<file path="config.mk">
export PLATFORM = sky130hd
export DESIGN_NAME = nprc_cell
export DESIGN_NICKNAME = d
export VERILOG_FILES = /design/src/rtl/core/nprc_pkg.sv /design/src/rtl/core/nprc_cell.sv
export SDC_FILE = /design/constraint.sdc
export NUM_CORES = 1
export LEC_CHECK = 0
export BUFFER_PORTS_ARGS = -buffer_cell sky130_fd_sc_hd__buf_2
export CAP_MARGIN = 20
export CORE_MARGIN = 2
export CORE_UTILIZATION = 50
export DETAILED_ROUTE_END_ITERATION = 7
export PLACE_DENSITY = 0.72
export SLEW_MARGIN = 20
export SYNTH_ARGS = -nofsm -noshare
export SYNTH_HDL_FRONTEND = slang
export SYNTH_SLANG_ARGS = --single-unit
export TNS_END_PERCENT = 20
</file>
<file path="constraint.sdc">
create_clock -name clk -period 11.5 [get_ports clk]
set_input_delay 1.725 -clock clk [delete_from_list [all_inputs] [get_ports clk]]
set_output_delay 1.725 -clock clk [all_outputs]
set_load 0.1 [all_outputs]
</file>
<file path="src/rtl/core/nprc_pkg.sv">
// ----------------------------------------------------------------------------
// nprc_pkg
// Shared types, constants and the distance function for the nearest palette
// color remapper.
// ----------------------------------------------------------------------------
package nprc_pkg;

    localparam int CH_W      = 8;
    localparam int COLOR_W   = 3 * CH_W;
    localparam int SLOT_W    = 4;
    localparam int DIST_W    = 18;
    localparam int CFG_IDX_W = 1;

    localparam logic [DIST_W-1:0]  MAX_DIST      = DIST_W'(195075);
    localparam logic [COLOR_W-1:0] DEFAULT_RESET = 24'hFFFFFF;
    localparam logic [DIST_W-1:0]  TOL_RESET     = '0;

    localparam logic CMD_PIXEL = 1'b0;
    localparam logic CMD_LOAD  = 1'b1;

    localparam logic [CFG_IDX_W-1:0] REG_TOLERANCE = 1'b0;
    localparam logic [CFG_IDX_W-1:0] REG_DEFAULT   = 1'b1;

    typedef struct packed {
        logic               vld;
        logic               cmd;
        logic [SLOT_W-1:0]  slot;
        logic               slot_valid;
        logic [CH_W-1:0]    red;
        logic [CH_W-1:0]    green;
        logic [CH_W-1:0]    blue;
        logic [COLOR_W-1:0] new_color;
        logic               found;
        logic [SLOT_W-1:0]  best_idx;
        logic [DIST_W-1:0]  best_dist;
        logic [COLOR_W-1:0] best_repl;
    } item_t;

    function automatic logic [2*CH_W-1:0] sq_diff(input logic [CH_W-1:0] a,
                                                  input logic [CH_W-1:0] b);
        logic [CH_W-1:0] d;
        d = (a > b) ? (a - b) : (b - a);
        return d * d;
    endfunction

    function automatic logic [DIST_W-1:0] color_dist(input logic [COLOR_W-1:0] c,
                                                     input logic [CH_W-1:0] r,
                                                     input logic [CH_W-1:0] g,
                                                     input logic [CH_W-1:0] b);
        logic [DIST_W-1:0] dr;
        logic [DIST_W-1:0] dg;
        logic [DIST_W-1:0] db;
        dr = DIST_W'(sq_diff(c[3*CH_W-1:2*CH_W], r));
        dg = DIST_W'(sq_diff(c[2*CH_W-1:CH_W], g));
        db = DIST_W'(sq_diff(c[CH_W-1:0], b));
        return dr + dg + db;
    endfunction

endpackage

</file>
<file path="src/rtl/core/nprc_cell.sv">
// ----------------------------------------------------------------------------
// nprc_cell
// One palette slot of the chain: holds source color, replacement color and
// enable, loads them from a passing load item and updates the running best
// match of a passing pixel item.
// ----------------------------------------------------------------------------
module nprc_cell
    import nprc_pkg::*;
#(
    parameter int CELL_IDX = 0
)
(
    input  logic  clk,
    input  logic  rst_n,
    input  logic  advance,
    input  item_t up,
    output item_t down
);

    localparam logic ADDRESSABLE = (CELL_IDX < (1 << SLOT_W));

    logic [COLOR_W-1:0] src_reg;
    logic [COLOR_W-1:0] src_next;
    logic [COLOR_W-1:0] repl_reg;
    logic [COLOR_W-1:0] repl_next;
    logic               en_reg;
    logic               en_next;
    item_t              down_reg;
    item_t              down_next;
    logic [DIST_W-1:0]  cand_dist;
    logic               load_hit;
    logic               closer;

    always_comb
    begin
        cand_dist = color_dist(src_reg, up.red, up.green, up.blue);
        load_hit  = up.vld && (up.cmd == CMD_LOAD) && ADDRESSABLE
                    && (up.slot == SLOT_W'(CELL_IDX));
        closer    = up.vld && (up.cmd == CMD_PIXEL) && en_reg
                    && (!up.found || (cand_dist < up.best_dist));

        src_next  = load_hit ? {up.red, up.green, up.blue} : src_reg;
        repl_next = load_hit ? up.new_color : repl_reg;
        en_next   = load_hit ? up.slot_valid : en_reg;

        down_next = up;
        if (closer)
        begin
            down_next.found     = 1'b1;
            down_next.best_idx  = SLOT_W'(CELL_IDX);
            down_next.best_dist = cand_dist;
            down_next.best_repl = repl_reg;
        end
    end

    always_ff @(posedge clk or negedge rst_n)
    begin
        if (!rst_n)
        begin
            en_reg       <= 1'b0;
            down_reg.vld <= 1'b0;
        end
        else if (advance)
        begin
            en_reg   <= en_next;
            down_reg <= down_next;
        end
    end

    always_ff @(posedge clk)
    begin
        if (advance)
        begin
            src_reg  <= src_next;
            repl_reg <= repl_next;
        end
    end

    assign down = down_reg;

    a_found_kept: assert property (@(posedge clk) disable iff (!rst_n)
        advance && up.vld && (up.cmd == CMD_PIXEL) && up.found |=> down.found)
        else $error("best match lost along the chain");

    a_dist_range: assert property (@(posedge clk) disable iff (!rst_n)
        down.vld && (down.cmd == CMD_PIXEL) && down.found |-> down.best_dist <= MAX_DIST)
        else $error("best distance out of range");

    a_hold: assert property (@(posedge clk) disable iff (!rst_n)
        !advance |=> $stable(down_reg) && $stable(en_reg))
        else $error("cell changed while chain held");

endmodule

</file>
== Word-level counts from Yosys, hierarchy flattened ==
Cells that the tools add are included.
Operators by class
  add/subtract/negate cells: 8
  multiply operators: 3
  order comparisons: 4
  mux-type cells: 4
  bitwise operators: 1
  reductions and logical operators: 10
Operators by type and width (number)
  $mul 8x8->16: 3
  $sub 8x8->8: 6
  $mux 42: 1
  $gt 8x8->1: 3
  $mux 8: 3
  $add 17x16->18: 1
  $lt 18x18->1: 1
  $add 16x16->17: 1
  $logic_and 1x1->1: 5
  $logic_not 4->1: 1
  $reduce_and 2->1: 2
  $logic_not 1->1: 1
  $logic_or 1x1->1: 1
  $not 1->1: 1
Word-level totals
  flip-flop bits (word level): 151
  output and inout port bits: 102
  word-level logic and storage cells: 45

== Depth between registers and ports, before layout ==
Gate-level depths: netlist (run 1).
  word-level depth: 9
  gate-level depth with buffers: 42
  mapped depth without buffers: 40

== Worst setup path before layout (run 1) ==
Ideal clock, no wire load.
  path kind: input port to flip-flop
  from: in up[71] in the netlist's numbering
  to: reg down_reg, in the netlist down[10] (data pin)
  library setup time: 260 ps
  arrival time: 10578 ps
  data required time: 11240 ps
  setup slack: 662 ps
  stages: 36
  path buffers: 3
  cells stage by stage: ha_1 -> inv_1 -> fa_1 -> a211oi_1 -> nor3_1 -> o221ai_1 -> buf_4 -> mux2i_1 -> xor2_1 -> nor2_1 -> fa_1 -> inv_1 -> fa_1 -> fa_1 -> inv_1 -> fa_1 -> fa_1 -> fa_1 -> inv_1 -> fa_1 -> inv_1 -> ha_1 -> a21oi_1 -> o21ai_0 -> a21oi_1 -> o21a_1 -> o21ai_0 -> xor2_1 -> ha_1 -> and3_1 -> nand3_1 -> a2111oi_0 -> a221o_1 -> buf_2 -> buf_2 -> mux2_2
RTL lines
  start: declaration: line nprc_cell.sv:16  | input item_t up,
  end signal: assignment: line nprc_cell.sv:66  | down_reg <= down_next;
  end: declaration: line nprc_cell.sv:28  | item_t down_reg;

==> results.sh, run 1 <==
export IMPL_critPathArrivalTime_ns=11.23
export IMPL_largest_reg_flops=102
export IMPL_fin_cells=1713
export IMPL_cts_tree="built"
export IMPL_ff_latch_area_um2=4524
export IMPL_avgSynthCellArea_um2=11.46
export IMPL_whs_endpoint="down[101]$_DFFE_PN0P_"
export IMPL_worstSetupPathType="primary input to register"
export IMPL_hold_ws_ns=0.5066
export IMPL_crit_start="up[91]"
export IMPL_clk_latency_ns=0.44
export IMPL_max_freq_ghz=0.09046
export IMPL_dpl_cell_area_um2=14560
export IMPL_num_rows=58
export IMPL_multi_input_comb_area_um2=7353
export IMPL_die_area_um2=27280
export IMPL_synth_seq_cells=151
export IMPL_place_congestion=0.8721
export IMPL_relSlewSlack=0.4325
export IMPL_dp_cells=1678
export IMPL_route_detailed_drc=0
export IMPL_r2r_start="src_reg[16]$_DFFE_PP_"
export IMPL_slowest_stage="fa_1"
export IMPL_reg2regPathDepth=37
export IMPL_grt_overflow_total=0
export IMPL_synthToLayoutAreaGrowth_pct=17.13
export IMPL_yosysSeqAreaShare=0.3484
export IMPL_end_kind="register"
export IMPL_drt_iter0_drc=444
export IMPL_max_stage_delay_ns=0.54
export IMPL_critPathRequiredTime_ns=11.68
export IMPL_post_route_min_period_ns=11.05
export IMPL_die_h_um=165.2
export IMPL_nNetsFinal=1755
export IMPL_initial_core_util=0.5128
export IMPL_wirelength_mm=27.08
export IMPL_async_flop_share=0.01325
export IMPL_cp_max_fo=46
export IMPL_syn_nets=1518
export IMPL_grt_max_degree=65
export IMPL_path_clk_slew_ns=0.08
export IMPL_grt_use_total=0.2050
export IMPL_io_pins=207
export IMPL_dp_hpwl_mm=21.47
export IMPL_post_drt_wl_per_cell_um=15.81
export IMPL_cts_root_buf="clkbuf_16"
export IMPL_reg2reg_slack_ns=1.42
export IMPL_finClkSkew_ns=0.01545
export IMPL_synth_edff_count=149
export IMPL_numCtsBuffers=17
export IMPL_ant_nets=0
export IMPL_dr_pass1_iters=7
export IMPL_syn_area_um2=12990
export IMPL_num_vias=8621
export IMPL_hp_start="down[101]$_DFFE_PN0P_"
export IMPL_crit_top_cell="fa_1"
export IMPL_slew_violations=0
export IMPL_viasPerCell=5.033
export IMPL_r2r_end="down[10]$_DFFE_PP_"
export IMPL_hold_path_class="register to register"
export IMPL_period_share=0.9613
export IMPL_drive_above_1_share=0.2495
export IMPL_rsz0062_at_grt="false"
export IMPL_fin_area_um2=15210
export IMPL_htreeDepth=4
export IMPL_max_cap_violations=0
export IMPL_port_buffers=206
export IMPL_cp_start_kind="primary input"
export IMPL_synth_main_ff_cell="edfxtp_1"
export IMPL_status="finished, final reports clean"
export IMPL_clockBufferDepth=2
export IMPL_die_w_um=165.2
export IMPL_antenna_found_initial=0
export IMPL_finalHoldViolCount=0
export IMPL_grt_pass1_vias=8905
export IMPL_tns_ns=0
export IMPL_hold_depth=1
export IMPL_synth_cell_type_count=58
export IMPL_tightestPinTransition_ns=0.8513
export IMPL_ys_warn_count=0
export IMPL_insertedDiodeCount=0
export IMPL_finalSetupViolCount=0
export IMPL_cts_sinks=151
export IMPL_grt_pass1_wl_mm=43.39
export IMPL_fillers=2112
export IMPL_netlist_instances=1133
export IMPL_core_area_um2=25330
==> kinds of logic (layout without fill, tap and decap cells) <==
family	after synthesis	count (layout)	synth area share
buffers and inverters	291	541	0.08680
and+or+nand+nor	184	184	0.06734
AOI/OAI and AO/OA	129	129	0.06619
DFF	151	151	0.3484
adders and majority gates	280	280	0.3501
muxes	60	60	0.05125
xor gates and xnor gates	38	38	0.02996
==> cell type report <==
cell class                      instances  area share
Timing Repair Buffer                  239     0.08488
Multi-Input combinational cell        691      0.4834
Clock inverter                         15     0.01258
Clock buffer                           17     0.02797
Tap cell                              330     0.02714
Sequential cell                       151      0.2974
Inverter                              270     0.06662
==> metal layers <==
metal / vias to the layer above / GRT usage / wire length, um
li1: 4160 / - / -
met1: 4190 / 0.2720 / 12150
met2: 239 / 0.3519 / 13010
met3: 32 / 0.03347 / 1475
met4: 0 / 0.05178 / 449
met5: - / 0 / 0
==> synthesized netlist by cell type, drive strengths merged, types with 14 or more instances <==
master	instances	area share
mux2	46	0.040
nor2	77	0.022
ha	141	0.14
edfxtp	149	0.34
xor2	16	0.012
xnor2	22	0.018
a21oi	42	0.017
nand2	32	0.0092
mux2i	14	0.011
fa	139	0.21
o21ai	17	0.0066
a21o	17	0.0098
inv	270	0.078
buf	17	0.0074
nand2b	17	0.0082
==> timing repair <==
| action | 4_1_cts | 5_1_grt |
|---|---|---|
| setup buffers | 0 | 3 |
| hold buffers | 0 | 0 |
| resized for setup | 0 | 3 |
| endpoints found under the setup margin | 0 | 42 |
==> critical path: cells and delay by family <==
family	cells	cell delay, ns
AOI/OAI and AO/OA	10	2.15
xor gates and xnor gates	2	0.43
adders and majority gates	10	4.64
buffers and inverters	8	0.76
muxes	2	0.81
and+or+nand+nor	4	0.68
==> layout by cell type, fill, tap and decap left out, drive strengths merged, types with 2 or more instances in the layout <==
master  instances
clkbuf         17
and2           11
nand2b         17
xor2           16
ha            141
and3            7
o21a            4
fa            139
mux2i          14
nand2          32
a221oi          3
a31oi           7
a221o           5
edfxtp        149
or2             9
or3             3
nand3           9
nand3b          4
nor2           77
clkinv          6
xnor2          22
nor2b           4
a21boi          3
o21bai         11
dfrtp           2
a211oi         11
buf           239
a21oi          42
mux2           46
nand4           4
inv           279
a21o           17
o21ai          17
nor3            4
==> metrics by stage <==
stage	setup WS [ns]	utilization
floorplan	0.6617	-
global placement	0.3402	0.5750
detailed placement	0.09437	0.5750
CTS	0.3702	0.5994
global route	0.01331	0.6006
finish	0.4453	0.6006
==> worst max path at each step <==
| stage | slack (ns) | cells past startpoint | end |
|---|---|---|---|
| 5_1_grt | 0.01 | 37 | down[10]$_DFFE_PP_ |
| 3_3_place_gp | 0.34 | 36 | down[10]$_DFFE_PP_ |
| 3_5_place_dp | 0.09 | 36 | down[10]$_DFFE_PP_ |
| 6_report | 0.45 | 36 | down[10]$_DFFE_PP_ |
| 4_1_cts | 0.37 | 36 | down[10]$_DFFE_PP_ |
| 2_1_floorplan | 0.66 | 36 | down[10]$_DFFE_PP_ |
Power of run 1 is not shown: default switching activity piles up to over one toggle a cycle in this logic, so the estimate is an artifact.
==> inputs of run 2 (changes only) <==
- CORE_MARGIN: 2 -> 4
==> run 2 against run 1 <==
  * Wire length up 1.9%
  * Die area is 4.9% higher
  * Count of clock-buffer cells in the layout unchanged
  * Final cell count is 0.12% lower
  * Register-to-register slack better by 0.13 ns
  * Non-clock buffer count down 2
  * Fmax up 1.4%
  * First-iteration DRC count fell by 9.7%
  * Critical path depth up 2
  * Highest routed layer unchanged
==> results.sh, run 2 (synthesis results as in run 1) <==
export IMPL_drive_above_1_share=0.2484
export IMPL_cp_start_kind="primary input"
export IMPL_status="finished, final reports clean"
export IMPL_antenna_found_initial=0
export IMPL_initial_core_util=0.5113
export IMPL_dp_hpwl_mm=21.98
export IMPL_final_common_cell="inv_1"
export IMPL_max_stage_delay_ns=0.56
export IMPL_cp_endpoint="down[6]$_DFFE_PP_"
export IMPL_slew_violations=0
export IMPL_cp_num_cells=38
export IMPL_cts_tree="built"
export IMPL_max_cap_violations=0
export IMPL_grt_use_total=0.1978
export IMPL_finalSetupViolCount=0
export IMPL_dr_pass1_iters=4
export IMPL_fin_util=0.5984
export IMPL_layout_common_cells="268 x inv_1, 206 x buf_2, 149 x edfxtp_1"
export IMPL_grt_pass1_wl_mm=45.55
export IMPL_synthToLayoutAreaGrowth_pct=17.02
export IMPL_die_h_um=169.2
export IMPL_route_detailed_drc=0
export IMPL_grt_pass1_vias=9268
export IMPL_die_w_um=169.2
export IMPL_hold_path_class="register to register"
export IMPL_path_clk_slew_ns=0.07
export IMPL_r2r_end="down[6]$_DFFE_PP_"
export IMPL_post_drt_wl_per_cell_um=16.13
export IMPL_num_vias=8619
export IMPL_wirelength_mm=27.60
export IMPL_grt_max_degree=58
export IMPL_tightestPinTransition_ns=0.7815
export IMPL_place_congestion=0.8768
export IMPL_insertedDiodeCount=0
export IMPL_viasPerCell=5.037
export IMPL_ant_nets=0
export IMPL_worstSetupPathType="primary input to register"
export IMPL_critPathArrivalTime_ns=11.08
export IMPL_setup_slack_ns=0.5955
export IMPL_htreeDepth=4
export IMPL_reg2reg_slack_ns=1.55
export IMPL_end_kind="register"
export IMPL_critPathRequiredTime_ns=11.67
export IMPL_finClkSkew_ns=0.01255
export IMPL_post_route_min_period_ns=10.90
export IMPL_period_share=0.9482
export IMPL_cts_sinks=151
export IMPL_slowest_stage="fa_1"
export IMPL_nNetsFinal=1753
export IMPL_max_freq_ghz=0.09171
export IMPL_crit_start="up[91]"
export IMPL_cts_hold_buf=0
export IMPL_rsz0062_at_grt="false"
export IMPL_finalHoldViolCount=0
export IMPL_core_area_um2=25400
export IMPL_tns_ns=0
export IMPL_r2r_start="src_reg[16]$_DFFE_PP_"
export IMPL_numCtsBuffers=17
export IMPL_io_pins=207
export IMPL_relSlewSlack=0.4790
export IMPL_post_place_ws_ns=0.1970
export IMPL_reg2regPathDepth=39
export IMPL_die_area_um2=28620
export IMPL_grt_overflow_total=0
export IMPL_port_buffers=206
export IMPL_hold_ws_ns=0.5072
export IMPL_clk_latency_ns=0.43
export IMPL_cts_root_buf="clkbuf_16"
export IMPL_cp_max_fo=35
export IMPL_crit_family="adder cells"
export IMPL_num_rows=58
export IMPL_largest_reg_flops=102
export IMPL_clockBufferDepth=2
export IMPL_crit_top_cell="fa_1"
export IMPL_crit_buf_inv=9
export IMPL_drt_iter0_drc=401
-- run 2: cell count changes in the layout (fill, tap and decap cells not counted) --
| cell | previous run | this run |
|---|---|---|
| buf_4 | 32 | 30 |
| inv_8 | 6 | 4 |
| a2111oi_0 | 0 | 1 |
| a2111oi_1 | 1 | 0 |
| a21boi_0 | 2 | 3 |
| a21boi_1 | 1 | 0 |
| clkinv_4 | 1 | 2 |
| clkinv_8 | 5 | 6 |
-- run 2: worst min-delay path by stage --
stage | slack, ns | startpoint | depth (start not counted) | endpoint
after CTS | 0.51 | down[101]$_DFFE_PN0P_ | 1 | down[101]$_DFFE_PN0P_
final | 0.51 | down[101]$_DFFE_PN0P_ | 1 | down[101]$_DFFE_PN0P_
after detailed placement | 0.50 | down[101]$_DFFE_PN0P_ | 1 | down[101]$_DFFE_PN0P_
after global placement | 0.49 | down[101]$_DFFE_PN0P_ | 1 | down[101]$_DFFE_PN0P_
after global routing | 0.54 | en_reg$_DFFE_PN0P_ | 1 | en_reg$_DFFE_PN0P_
after floorplan | 0.48 | en_reg$_DFFE_PN0P_ | 1 | en_reg$_DFFE_PN0P_
-- run 2: timing repair --
| action | 4_1_cts | 5_1_grt |
|---|---|---|
| resized for setup | 0 | 1 |
| endpoints found under the setup margin | 0 | 38 |
| hold endpoints to repair | 0 | 0 |
| setup buffers | 0 | 0 |
-- run 2: through the flow --
| step | std cells | instance area, um^2 |
|---|---|---|
| 2_1_floorplan | 1133 | 12990 |
| 3_3_place_gp | 1679 | 14570 |
| 3_5_place_dp | 1679 | 14570 |
| 4_1_cts | 1711 | 15190 |
| 5_1_grt | 1711 | 15200 |
| 6_report | 1711 | 15200 |
-- run 2: layer usage --
metal,GRT usage,part of all wire,up-vias
met5,0,0,-
met4,0.04375,0.012,0
met3,0.03471,0.054,23
met2,0.3442,0.50,216
met1,0.2616,0.43,4236
li1,-,-,4144
-- run 2: worst register-to-register path: cells and delay by family, from the launching register on --
family	cells	cell delay, ns
buffers and inverters	9	0.80
DFF	1	0.40
and+or+nand+nor	5	0.81
muxes	2	0.51
xor gates and xnor gates	2	0.47
adders and majority gates	11	4.79
AOI/OAI and AO/OA	10	1.93
-- run 2: final cells by class --
cell class / count / area, um^2
fill: 2098 / 10200
clock buffer: 17 / 425.4
tap: 330 / 412.9
sequential: 151 / 4524
clock inverter: 15 / 193.9
multi-input combinational: 691 / 7352
inverter: 270 / 1013
timing repair buffer: 237 / 1276
Power of run 2 is left out for the same reason.
